`src/hw/rtl/sstf_request_scheduler_unit_defines.svh`:
```
// Assertion macros for the request scheduler.
`ifndef SSTF_REQUEST_SCHEDULER_UNIT_DEFINES_SVH
`define SSTF_REQUEST_SCHEDULER_UNIT_DEFINES_SVH
// Check that a condition implies a consequence in the same cycle.
`define SSTF_ASSERT_IMPL(label, clk, rst, cond, cons, msg) \
   label: assert property (@(posedge clk) disable iff (rst) (cond) |-> (cons)) \
      else $error(msg);
// Check that a condition implies a consequence in the next cycle.
`define SSTF_ASSERT_NEXT(label, clk, rst, cond, cons, msg) \
   label: assert property (@(posedge clk) disable iff (rst) (cond) |=> (cons)) \
      else $error(msg);
`endif

```
`src/hw/rtl/sstf_pkg.sv`:
```
// Shared types and constants of the request scheduler.
package sstf_pkg;
   localparam logic MODE_ADD      = 1'b0;
   localparam logic MODE_DISPATCH = 1'b1;
   localparam int   COUNT_BITS    = 6;

   typedef enum logic [1:0] {
      ST_IDLE,
      ST_SCAN,
      ST_FINISH,
      ST_OUTPUT
   } eng_state_type;
endpackage

```
`src/hw/rtl/sstf_ram.sv`:
```
// Generic single-port-write, one-read RAM with registered read data.
module sstf_ram #(
   parameter int WIDTH = 8,
   parameter int DEPTH = 32
) (
   input  logic                     clock,
   input  logic                     wr_en,
   input  logic [$clog2(DEPTH)-1:0] wr_addr,
   input  logic [WIDTH-1:0]         wr_data,
   input  logic [$clog2(DEPTH)-1:0] rd_addr,
   output logic [WIDTH-1:0]         rd_data
);
   logic [WIDTH-1:0] mem_ff [DEPTH];
   logic [WIDTH-1:0] rd_data_ff;

   // Write and read, read data registered
   always_ff @(posedge clock) begin
      if (wr_en) begin
         mem_ff[wr_addr] <= wr_data;
      end
      rd_data_ff <= mem_ff[rd_addr];
   end

   assign rd_data = rd_data_ff;
endmodule

```
`src/hw/rtl/sstf_front.sv`:
```
// Front end: accept requests into a two-entry queue.
module sstf_front #(
   parameter int SECTOR_BITS = 48,
   parameter int TAG_BITS    = 8
) (
   input  logic                   clock,
   input  logic                   reset,
   input  logic                   req_valid,
   output logic                   req_ready,
   input  logic                   req_mode,
   input  logic [SECTOR_BITS-1:0] req_request_sector,
   input  logic [TAG_BITS-1:0]    req_request_tag,
   output logic                   q_valid,
   input  logic                   q_pop,
   output logic                   q_mode,
   output logic [SECTOR_BITS-1:0] q_sector,
   output logic [TAG_BITS-1:0]    q_tag
);
   localparam int ITEM_BITS = 1 + SECTOR_BITS + TAG_BITS;

   logic [ITEM_BITS-1:0] slot_ff [2];
   logic [1:0]           count_ff, count_in;
   logic                 rd_ptr_ff, rd_ptr_in, wr_ptr_ff, wr_ptr_in;
   logic                 push;

   assign req_ready = (count_ff != 2'd2);
   assign push      = req_valid && req_ready;
   assign q_valid   = (count_ff != 2'd0);
   assign {q_mode, q_sector, q_tag} = slot_ff[rd_ptr_ff];

   // Advance pointers and count
   always_comb begin
      rd_ptr_in = rd_ptr_ff ^ q_pop;
      wr_ptr_in = wr_ptr_ff ^ push;
      count_in  = count_ff + {1'b0, push} - {1'b0, q_pop};
   end

   always_ff @(posedge clock) begin
      if (reset) begin
         count_ff  <= 2'd0;
         rd_ptr_ff <= 1'b0;
         wr_ptr_ff <= 1'b0;
      end else begin
         count_ff  <= count_in;
         rd_ptr_ff <= rd_ptr_in;
         wr_ptr_ff <= wr_ptr_in;
      end
   end

   // Store the request
   always_ff @(posedge clock) begin
      if (push) begin
         slot_ff[wr_ptr_ff] <= {req_mode, req_request_sector, req_request_tag};
      end
   end
endmodule

```
`src/hw/rtl/sstf_engine.sv`:
```
// Back end: table of pending requests, nearest-sector scan and result register.
`include "sstf_request_scheduler_unit_defines.svh"
module sstf_engine import sstf_pkg::*; #(
   parameter int QUEUE_DEPTH = 32,
   parameter int SECTOR_BITS = 48,
   parameter int TAG_BITS    = 8
) (
   input  logic                   clock,
   input  logic                   reset,
   input  logic                   q_valid,
   output logic                   q_pop,
   input  logic                   q_mode,
   input  logic [SECTOR_BITS-1:0] q_sector,
   input  logic [TAG_BITS-1:0]    q_tag,
   output logic                   rsp_valid,
   input  logic                   rsp_ready,
   output logic                   rsp_dispatched,
   output logic [SECTOR_BITS-1:0] rsp_dispatched_sector,
   output logic [TAG_BITS-1:0]    rsp_dispatched_tag,
   output logic                   rsp_add_rejected,
   output logic [COUNT_BITS-1:0]  rsp_pending_count
);
   localparam int IDX_BITS = $clog2(QUEUE_DEPTH);
   localparam int OCC_BITS = $clog2(QUEUE_DEPTH + 1);
   localparam int ENT_BITS = SECTOR_BITS + TAG_BITS;

   eng_state_type state_ff, state_in;
   logic [QUEUE_DEPTH-1:0] valid_ff, valid_in;
   logic [IDX_BITS-1:0]    order_ff [QUEUE_DEPTH];
   logic [OCC_BITS-1:0]    occ_ff, occ_in;
   logic [SECTOR_BITS-1:0] head_ff, head_in;
   logic [OCC_BITS-1:0]    scan_ff, scan_in;
   logic [IDX_BITS-1:0]    rd_idx_ff;
   logic                   rd_live_ff;
   logic                   found_ff, found_in;
   logic [IDX_BITS-1:0]    best_ff, best_in;
   logic [SECTOR_BITS-1:0] best_dist_ff, best_dist_in;
   logic [ENT_BITS-1:0]    best_ent_ff, best_ent_in;
   logic                   out_disp_ff, out_rej_ff;
   logic [SECTOR_BITS-1:0] out_sec_ff;
   logic [TAG_BITS-1:0]    out_tag_ff;
   logic [COUNT_BITS-1:0]  out_cnt_ff;
   logic                   ram_wr;
   logic [IDX_BITS-1:0]    free_idx;
   logic                   free_found;
   logic [ENT_BITS-1:0]    rd_ent;
   logic [SECTOR_BITS-1:0] rd_sec, seek_dist;
   logic                   better;
   logic                   do_add, rejected, finish_disp;

   sstf_ram #(.WIDTH(ENT_BITS), .DEPTH(QUEUE_DEPTH)) u_ram (
      .clock   (clock),
      .wr_en   (ram_wr),
      .wr_addr (free_idx),
      .wr_data ({q_sector, q_tag}),
      .rd_addr (scan_ff[IDX_BITS-1:0]),
      .rd_data (rd_ent)
   );

   // Lowest free slot
   always_comb begin
      free_idx   = '0;
      free_found = 1'b0;
      for (int i = QUEUE_DEPTH - 1; i >= 0; i--) begin
         if (!valid_ff[i]) begin
            free_idx   = IDX_BITS'(i);
            free_found = 1'b1;
         end
      end
   end

   assign do_add   = (state_ff == ST_IDLE) && q_valid && (q_mode == MODE_ADD) && !rsp_valid;
   assign rejected = !free_found;
   assign ram_wr   = do_add && !rejected;

   // Shared distance and compare unit on the registered read
   assign rd_sec    = rd_ent[ENT_BITS-1:TAG_BITS];
   assign seek_dist = (rd_sec >= head_ff) ? rd_sec - head_ff : head_ff - rd_sec;
   assign better    = !found_ff || (seek_dist < best_dist_ff) ||
                      ((seek_dist == best_dist_ff) &&
                       (order_ff[rd_idx_ff] < order_ff[best_ff]));

   // Next state
   always_comb begin
      state_in = state_ff;
      unique case (state_ff)
         ST_IDLE: begin
            if (q_valid && !rsp_valid) begin
               state_in = (q_mode == MODE_ADD) ? ST_OUTPUT : ST_SCAN;
            end
         end
         ST_SCAN: begin
            if (scan_ff == OCC_BITS'(QUEUE_DEPTH)) state_in = ST_FINISH;
         end
         ST_FINISH: state_in = ST_OUTPUT;
         ST_OUTPUT: state_in = ST_IDLE;
         default:   state_in = ST_IDLE;
      endcase
   end

   // Scan bookkeeping and table update
   always_comb begin
      scan_in      = scan_ff;
      found_in     = found_ff;
      best_in      = best_ff;
      best_dist_in = best_dist_ff;
      best_ent_in  = best_ent_ff;
      valid_in     = valid_ff;
      occ_in       = occ_ff;
      head_in      = head_ff;
      finish_disp  = 1'b0;
      if (state_ff == ST_IDLE) begin
         scan_in  = '0;
         found_in = 1'b0;
      end
      if (state_ff == ST_SCAN && scan_ff != OCC_BITS'(QUEUE_DEPTH)) begin
         scan_in = scan_ff + 1'b1;
      end
      if ((state_ff == ST_SCAN || state_ff == ST_FINISH) && rd_live_ff &&
          valid_ff[rd_idx_ff] && better) begin
         found_in     = 1'b1;
         best_in      = rd_idx_ff;
         best_dist_in = seek_dist;
         best_ent_in  = rd_ent;
      end
      if (ram_wr) begin
         valid_in[free_idx] = 1'b1;
         occ_in             = occ_ff + 1'b1;
      end
      if (state_ff == ST_OUTPUT && found_ff && q_mode == MODE_DISPATCH) begin
         finish_disp       = 1'b1;
         valid_in[best_ff] = 1'b0;
         occ_in            = occ_ff - 1'b1;
         head_in           = best_ent_ff[ENT_BITS-1:TAG_BITS];
      end
   end

   // Outputs of the sequencer
   always_comb begin
      q_pop = (state_ff == ST_OUTPUT);
   end

   always_ff @(posedge clock) begin
      if (reset) begin
         state_ff   <= ST_IDLE;
         valid_ff   <= '0;
         occ_ff     <= '0;
         head_ff    <= '0;
         rd_live_ff <= 1'b0;
         found_ff   <= 1'b0;
      end else begin
         state_ff   <= state_in;
         valid_ff   <= valid_in;
         occ_ff     <= occ_in;
         head_ff    <= head_in;
         rd_live_ff <= (state_ff == ST_SCAN) && (scan_ff != OCC_BITS'(QUEUE_DEPTH));
         found_ff   <= found_in;
      end
   end

   always_ff @(posedge clock) begin
      scan_ff      <= scan_in;
      rd_idx_ff    <= scan_ff[IDX_BITS-1:0];
      best_ff      <= best_in;
      best_dist_ff <= best_dist_in;
      best_ent_ff  <= best_ent_in;
   end

   // Arrival ranks: newest gets occupancy, removal closes the gap
   always_ff @(posedge clock) begin
      for (int i = 0; i < QUEUE_DEPTH; i++) begin
         if (ram_wr && free_idx == IDX_BITS'(i)) begin
            order_ff[i] <= occ_ff[IDX_BITS-1:0];
         end else if (finish_disp && order_ff[i] > order_ff[best_ff]) begin
            order_ff[i] <= order_ff[i] - 1'b1;
         end
      end
   end

   // Result register
   always_ff @(posedge clock) begin
      if (reset) begin
         rsp_valid <= 1'b0;
      end else if (state_ff == ST_OUTPUT) begin
         rsp_valid <= 1'b1;
      end else if (rsp_ready) begin
         rsp_valid <= 1'b0;
      end
   end

   always_ff @(posedge clock) begin
      if (do_add) begin
         out_disp_ff <= 1'b0;
         out_sec_ff  <= '0;
         out_tag_ff  <= '0;
         out_rej_ff  <= rejected;
      end else if (state_ff == ST_OUTPUT && q_mode == MODE_DISPATCH) begin
         out_disp_ff <= found_ff;
         out_sec_ff  <= found_ff ? best_ent_ff[ENT_BITS-1:TAG_BITS] : '0;
         out_tag_ff  <= found_ff ? best_ent_ff[TAG_BITS-1:0] : '0;
         out_rej_ff  <= 1'b0;
      end
      if (state_ff == ST_OUTPUT) out_cnt_ff <= COUNT_BITS'(occ_in);
   end

   assign rsp_dispatched        = out_disp_ff;
   assign rsp_dispatched_sector = out_sec_ff;
   assign rsp_dispatched_tag    = out_tag_ff;
   assign rsp_add_rejected      = out_rej_ff;
   assign rsp_pending_count     = out_cnt_ff;

   `SSTF_ASSERT_IMPL(a_occ_bound, clock, reset, 1'b1, occ_ff <= OCC_BITS'(QUEUE_DEPTH),
      "occupancy above table depth")
   `SSTF_ASSERT_IMPL(a_occ_match, clock, reset, 1'b1,
      OCC_BITS'($countones(valid_ff)) == occ_ff, "occupancy differs from valid bits")
   `SSTF_ASSERT_NEXT(a_pop_resp, clock, reset, q_pop, rsp_valid,
      "request retired without a response")
endmodule

```
`src/hw/rtl/sstf_request_scheduler_unit.sv`:
```
// Top level of the shortest-seek-first request scheduler.
// Requests enter a two-entry queue and a sequencer serves them one at a time.
// An add passes from the queue head through the IDLE and OUTPUT states to the
// response register; a dispatch passes through IDLE, SCAN, FINISH and OUTPUT,
// and its scan reads one table entry per cycle through the single RAM read port
// into one shared subtract and compare unit. No clearing pass after reset.
module sstf_request_scheduler_unit import sstf_pkg::*; #(
   parameter int QUEUE_DEPTH = 32,
   parameter int SECTOR_BITS = 48,
   parameter int TAG_BITS    = 8
) (
   input  logic                   clock,
   input  logic                   reset,
   input  logic                   req_valid,
   output logic                   req_ready,
   input  logic                   req_mode,
   input  logic [SECTOR_BITS-1:0] req_request_sector,
   input  logic [TAG_BITS-1:0]    req_request_tag,
   output logic                   rsp_valid,
   input  logic                   rsp_ready,
   output logic                   rsp_dispatched,
   output logic [SECTOR_BITS-1:0] rsp_dispatched_sector,
   output logic [TAG_BITS-1:0]    rsp_dispatched_tag,
   output logic                   rsp_add_rejected,
   output logic [COUNT_BITS-1:0]  rsp_pending_count
);
   logic                   q_valid, q_pop, q_mode;
   logic [SECTOR_BITS-1:0] q_sector;
   logic [TAG_BITS-1:0]    q_tag;

   sstf_front #(.SECTOR_BITS(SECTOR_BITS), .TAG_BITS(TAG_BITS)) u_front (
      .clock, .reset, .req_valid, .req_ready, .req_mode, .req_request_sector,
      .req_request_tag, .q_valid, .q_pop, .q_mode, .q_sector, .q_tag
   );

   sstf_engine #(.QUEUE_DEPTH(QUEUE_DEPTH), .SECTOR_BITS(SECTOR_BITS),
                 .TAG_BITS(TAG_BITS)) u_engine (
      .clock, .reset, .q_valid, .q_pop, .q_mode, .q_sector, .q_tag,
      .rsp_valid, .rsp_ready, .rsp_dispatched, .rsp_dispatched_sector,
      .rsp_dispatched_tag, .rsp_add_rejected, .rsp_pending_count
   );
endmodule
```
`config.mk`:
```
export PLATFORM = sky130hd
export DESIGN_NAME = sstf_request_scheduler_unit
export DESIGN_NICKNAME = d
export VERILOG_FILES = /design/src/hw/rtl/sstf_pkg.sv /design/src/hw/rtl/sstf_ram.sv /design/src/hw/rtl/sstf_front.sv /design/src/hw/rtl/sstf_engine.sv /design/src/hw/rtl/sstf_request_scheduler_unit.sv
export VERILOG_INCLUDE_DIRS = /design/src /design/src/hw/rtl
export SDC_FILE = /design/constraint.sdc
export NUM_CORES = 2
export LEC_CHECK = 0
export BUFFER_PORTS_ARGS = -buffer_cell sky130_fd_sc_hd__buf_2
export CORE_AREA = 10 10 522 524
export CTS_CLUSTER_DIAMETER = 100
export DETAILED_ROUTE_END_ITERATION = 8
export DIE_AREA = 0 0 532 534
export GPL_TIMING_DRIVEN = 0
export PLACE_DENSITY = 0.52
export SLEW_MARGIN = 20
export SYNTH_ARGS = -nofsm -noshare
export SYNTH_HDL_FRONTEND = slang
export SYNTH_SLANG_ARGS = --single-unit
```
`constraint.sdc`:
```
create_clock -name clock -period 9.8 [get_ports clock]
set_clock_uncertainty 0.2 [all_clocks]
set_input_delay 1.96 -clock clock [delete_from_list [all_inputs] [get_ports clock]]
set_output_delay 1.96 -clock clock [all_outputs]
set_load 0.05 [all_outputs]
```
Yosys cells after proc, flatten, opt, wreduce, memory -nomap -nowiden
Memories as Yosys holds them, arrays and structs flattened. A register that Yosys moved wholly into a read port is not among the register bits.
Index checks and enable logic that the tools add are counted.
W data, S select, Z words.
{ "totals": {"out_inout_bits": 66, "regBits": 279, "memories": 3, "elab_cells": 562, "ramBits": 2066, "inputBits": 61} }
{ "op_classes": {"n_reduce_logical": 94, "order_cmp": 40, "n_eq_ne": 40, "muxes": 288, "n_addsub": 39, "bitwise_logic": 38} }
{ "mem_list": {"columns": ["memory", "words", "width", "read_ports", "rd_ports_with_merged_regs", "write_ports", "line", "text"], "rows": [
  ["u_engine.u_ram.mem_ff", 32, 56, 1, 1, 1, "sstf_ram.sv:13", "logic [WIDTH-1:0] mem_ff [DEPTH];"],
  ["u_engine.order_ff", 32, 5, 34, 2, 32, "sstf_engine.sv:29", "logic [IDX_BITS-1:0] order_ff [QUEUE_DEPTH];"],
  ["u_front.slot_ff", 2, 57, 1, 1, 1, "sstf_front.sv:21", "logic [ITEM_BITS-1:0] slot_ff [2];"]
]} }
{ "op_table": {"columns": ["cell", "n"], "rows": [
  ["$mux W5", 65],
  ["$mux W1", 207],
  ["$gt A5 B5 Y1", 32],
  ["$sub A5 B1 Y5 const B", 32],
  ["$mux W48", 2],
  ["$sub A48 B48 Y48", 2],
  ["$eq A5 B5 Y1 const B", 16],
  ["$logic_and A1 B1 Y1", 80],
  ["$mux W32", 2],
  ["$eq A48 B48 Y1", 1],
  ["$ge A48 B48 Y1", 1],
  ["$lt A48 B48 Y1", 1],
  ["$eq A5 B4 Y1 const B", 8],
  ["$and A32 B32 Y32", 1],
  ["$not A32 Y32", 1],
  ["$or A1 B1 Y1", 32],
  ["$or A32 B32 Y32", 1],
  ["$mux W6", 4],
  ["$eq A5 B3 Y1 const B", 4],
  ["$lt A5 B6 Y1 const B", 3],
  ["$add A6 B1 Y6 const B", 2],
  ["$demux W1 S5", 2],
  ["$eq A5 B2 Y1 const B", 2],
  ["$ge A5 B1 Y1 const B", 2],
  ["23 further kinds", 36]
]} }

Longest topological paths before layout
{ "logic_depth": {"depth_word": 40, "ltp_mapped": 28, "depth_no_buf": 25} }

By module
From an unflattened synthesis, not the netlist that was laid out.
{ "hier_totals": {"cells_unflattened": 7279, "area_unflattened_um2": 105911.6} }
{ "by_module_without_submodules": {"columns": ["mod", "instances", "seq_area_each_um2", "area_per_inst_um2", "cells_each"], "rows": [
  ["sstf_ram", 1, 54932.7, 70795.4, 3917],
  ["sstf_engine", 1, 11631.2, 30798.3, 3162],
  ["sstf_front", 1, 3503.4, 4317.9, 200]
]} }

Worst setup path after synthesis
Ideal clock, no wire load.
{ "synth_timing": {"kind": "register to register", "from": "register (tool-made name)", "to": "register u_engine.best_dist_ff[0], enable pin", "slack_ns": 1.470, "required_ns": 9.138, "setup_time_ns": 0.462, "stages_incl_launch_ff": 14, "period_less_slack_ns": 8.330, "n_path_buf": 2, "arrival_time_ns": 7.668, "cell_sequence": "dfxtp_1 -> clkbuf_1 -> clkbuf_1 -> mux4_2 -> mux4_2 -> mux2i_1 -> ha_1 -> a21oi_1 -> nor2b_1 -> o21ai_0 -> nand3_1 -> o31ai_1 -> o211ai_1 -> inv_1"} }
{ "synth_lines": {"columns": ["item", "line", "text"], "rows": [
  ["end signal: assignment", "sstf_engine.sv:165", "best_dist_ff <= best_dist_in;"],
  ["end: declaration", "sstf_engine.sv:37", "logic [SECTOR_BITS-1:0] best_dist_ff, best_dist_in;"]
]} }

Final worst setup path
{ "layout_timing": {"from": "register u_engine.u_ram.rd_data_ff[50] (netlist: u_engine.u_ram.rd_data[50]) (read register of u_engine.u_ram.mem_ff)", "to": "register u_engine.best_dist_ff[36], enable pin"} }
{ "layout_via": {"elab_chain_cells": 6, "elab_cells_between_ends": 10, "cone_classes": "add/sub: 2; order compare: 2; eq/ne: 1; mux: 1; reduce/logical: 4"} }
{ "layout_lines": {"columns": ["item", "line", "text"], "rows": [
  ["start: declaration", "sstf_ram.sv:14", "logic [WIDTH-1:0] rd_data_ff;"],
  ["$ge A48 B48 Y1 (*)", "sstf_engine.sv:78", "assign seek_dist = (rd_sec >= head_ff) ? rd_sec - head_ff : head_ff - rd_sec;"],
  ["$mux W48 (*)", "sstf_engine.sv:78", null],
  ["via u_engine.seek_dist[34]", "sstf_engine.sv:47", "logic [SECTOR_BITS-1:0] rd_sec, seek_dist;"],
  ["$lt A48 B48 Y1 or $eq A48 B48 Y1 (tied branches)", "sstf_engine.sv:79, sstf_engine.sv:80", null],
  ["$logic_or A1 B1 Y1 or $logic_and A1 B1 Y1 (tied branches)", "sstf_engine.sv:79, sstf_engine.sv:80", null],
  ["$logic_or A1 B1 Y1 (*)", "sstf_engine.sv:79", "assign better = !found_ff || (seek_dist < best_dist_ff) ||"],
  ["$logic_and A1 B1 Y1 (*)", "sstf_engine.sv:120", "valid_ff[rd_idx_ff] && better) begin"]
]} }
Mark *: on every way through the listed nets, which the timed path passes. The rest lies on a longest branch.
A chain may end at the register's enable or synchronous reset.

==> summary.md <==
| Metric | Value |
|---|---|
| Area Growth Syn to Fin | `16.7%` |
| Hpwl dp | `214000 µm` |
| Type of the worst min-delay path | `reg -> reg` |
| Die width | `532 µm` |
| Final Non-Filler Cells | `10400` |
| Post-CTS Setup Bufs | `0` |
| Placed Cells incl. Taps | `9883` |
| Top cells by count, synth | `edfxtp_1 (2188), mux4_2 (670), a21oi_1 (392)` |
| Via/cell ratio | `5.65` |
| Leakage | `40.4 nW` |
| Synth Cell Area | `104000 µm²` |
| Cell depth of the worst flop-to-flop path | `25` |
| Via Count | `58700` |
| Hold Buf Count CTS | `0` |
| Worst VDD drop | `0.213 mV` |
| DRT iter0 DRCs | `5651` |
| Root buf cell | `clkbuf_16` |
| Router iterations before antenna repair | `6` |
| # H-tree levels | `5` |
| Post-layout min period | `9.60 ns` |
| Synth Register Bits | `2406` |
| Clock transition at path regs | `0.06 ns` |
| Post_cts resized | `0` |
| Initial antenna violation count | `23` |
| Starting density of the core | `39.9%` |
| CTS buffer count | `283` |
| Finish-stage setup viols | `0` |
| Clock tree buffer depth | `4` |
| Post-synth top flop | `edfxtp_1` |
| Buffers & Inverters on Critical Path | `7` |
| Mean post-synth cell area | `17.2 µm²` |
| Congestion Overflow GR | `0` |
| Synthesized net count | `6486` |
| Cell count after synthesis | `6072` |
| Top Ports | `127` |
| Async SR Flop Fraction | `0%` |
| Final instance area | `122000 µm²` |
| Reg2reg start | `u_engine.u_ram.rd_data[50]` |
| RePlAce Congestion | `0.897` |
| DRC errors left | `0` |
| Core ar. | `262000 µm²` |
| Synth top area cells | `edfxtp_1 (63%), mux4_2 (14%), ha_1 (4.2%)` |
| Clk sinks | `2406` |
| Largest area contributor in the netlist | `edfxtp_1` |
| Pwr/cell area | `261 nW/µm²` |
| Status | `completed` |
| RSZ-0062 raised after global routing | `false` |
| I/O Buffers | `126` |
| Wire per inst | `29.1 µm` |
| CTS tree | `done` |
| Slew margin rel. | `16.6%` |
| Crit Reg-Reg Endpoint | `u_engine.best_dist_ff[36]` |
| Final worst path period share | `97.9%` |
| Hold Fails Final Rpt | `0` |
| Final Worst Setup Slack | `0.205 ns` |
| Share of cells above drive strength 1 | `23.6%` |
| Post-synth top area share | `63.0%` |
| Crit path arrival time | `9.94 ns` |
| Worst slew pin tran | `1.25 ns` |
| Final antenna-violating net count | `0` |
| Max-Cap Viols | `0` |
| CP Capture Point | `u_engine.best_dist_ff[36]` |
| Worst slack, placed | `0.321 ns` |
| Worst Setup Start Kind | `register` |
| Vias in the first global route | `59500` |
| Sequential share of the synthesized area | `67.2%` |
| CP required | `10.14 ns` |
| R2R Setup Slk | `0.20 ns` |
| Row count | `188` |
| Final Power | `31.7 mW` |
| All-Layer GR Usage | `20.8%` |
| Top delay family on crit path | `compound AO/OA/AOI/OAI gates` |
| Clock latency on the worst-skew pair | `0.94 ns` |
| First-pass GRT wire length | `433000 µm` |
| Routed WL | `302000 µm` |
| Top-count cell post-synth | `edfxtp_1` |
| Crit-path slowest cell | `nor4_1` |
| Crit path depth | `25` |
| Worst Setup SP | `u_engine.u_ram.rd_data[50]` |
| Placed inst area | `113000 µm²` |
| Cell mode on critical path | `a21o_1` |
| Max frequency | `104 MHz` |
| Post-synth EDFFs | `2188` |
| Slowest stage delay, CP | `0.96 ns` |
| Die area | `284000 µm²` |
| Chip Height | `534 µm` |
| Fin. max-slew vios | `0` |
| Unique masters post-synth | `80` |
| CP endpoint kind | `register` |
| Nets | `7067` |
| YS warnings | `0` |
| Kind of critical path | `reg -> reg` |
| Pin count of the biggest net entering global routing | `66` |
| Worst-path maximum fanout | `65` |
-- layout make-up --
cell class | instances | area, µm²
multi-input combinational | 3076 | 32400
fill | 22300 | 140000
clock buffer | 358 | 7630
buffer | 312 | 1300
timing repair buffer | 296 | 3840
antenna | 7 | 17.5
tap | 3515 | 4400
inverter | 278 | 1050
sequential | 2406 | 70100
clock inverter | 125 | 1090
-- state kept, by name, indices dropped and copies added, names as in the netlist, 2 cells and up, named ones only --
name / cells
u_front.slot_ff: 114
u_engine.state_ff: 2
u_engine.rsp_pending_count: 6
u_engine.rsp_dispatched_sector: 48
u_engine.u_ram.rd_data: 56
u_engine.head_ff: 48
u_engine.u_ram.mem_ff: 1792
u_engine.occ_ff: 6
u_engine.valid_ff: 32
u_engine.scan_ff: 6
u_engine.rd_idx_ff: 5
u_engine.best_ff: 5
u_engine.order_ff: 160
u_engine.best_ent_ff: 56
u_engine.rsp_dispatched_tag: 8
u_front.count_ff: 2
u_engine.best_dist_ff: 48
-- worst min-delay path by stage --
stage                         from                     to  cells after the start  slack (ns)
6_report       u_engine.scan_ff[3]  u_engine.rd_idx_ff[3]                      0        0.17
5_1_grt        u_engine.scan_ff[3]  u_engine.rd_idx_ff[3]                      0        0.19
4_1_cts        u_engine.scan_ff[3]  u_engine.rd_idx_ff[3]                      0        0.17
3_5_place_dp   u_engine.scan_ff[3]  u_engine.rd_idx_ff[3]                      0        0.16
3_3_place_gp   u_engine.scan_ff[4]  u_engine.rd_idx_ff[4]                      0        0.15
2_1_floorplan  u_engine.scan_ff[2]  u_engine.rd_idx_ff[2]                      0        0.15
-- cell families (layout without fill, tap and decap cells) --
family          Yosys count  in the layout  synth area share, %
simple gates            903            903                 4.04
compound gates          847            847                 5.02
flops                  2406           2406                 67.2
xor+xnor                152            152                 1.28
buf+inv                 590           1369                 2.16
mux                     821            821                 16.1
fa+ha+maj               353            353                 4.25
other cells               0              7                    0
-- cells in the final DEF, fill, tap and decap left out, drive strengths merged, types with 9 or more instances in the layout --
cell type and n:
a211oi 24, a21o 69, a21oi 392, a221oi 13, a22o 9, a311oi 36
a31oi 23, and2 10, and3 47, buf 364, bufinv 18, clkbuf 602
clkinv 97, dfxtp 218, edfxtp 2188, ha 351, inv 284, mux2 131
mux2i 20, mux4 670, nand2 289, nand2b 42, nand3 34, nand4 43
nor2 266, nor2b 52, nor3 55, nor3b 35, nor4 12, o211ai 14
o21a 42, o21ai 111, o21bai 53, o31ai 12, xnor2 135, xor2 17
-- routing by layer --
metal | up-vias | wire (µm) | GRT usage, %
met1 | 30800 | 129000 | 28.4
met4 | 6 | 8190 | 5.66
met2 | 2015 | 147000 | 34.7
met3 | 479 | 17800 | 3.21
met5 | - | 34 | 0
li1 | 25300 | - | -
-- report_power, final --
part	switching [mW]	total (mW)	internal (mW)
Combinational	5.65	9.27	3.61
Clock	4.10	10.1	5.96
Sequential	0.222	12.4	12.2
-- metrics by stage --
step                       TNS, ns  util (%)  hold WS (ns)
final                            0      46.5         0.169
after global routing             0      46.5         0.185
after CTS                        0      46.5         0.169
after detailed placement         0      43.2         0.155
after global placement    -2753.84      41.8         0.154
after floorplan                  0         -         0.146
Power figures use the tool's default switching activity.
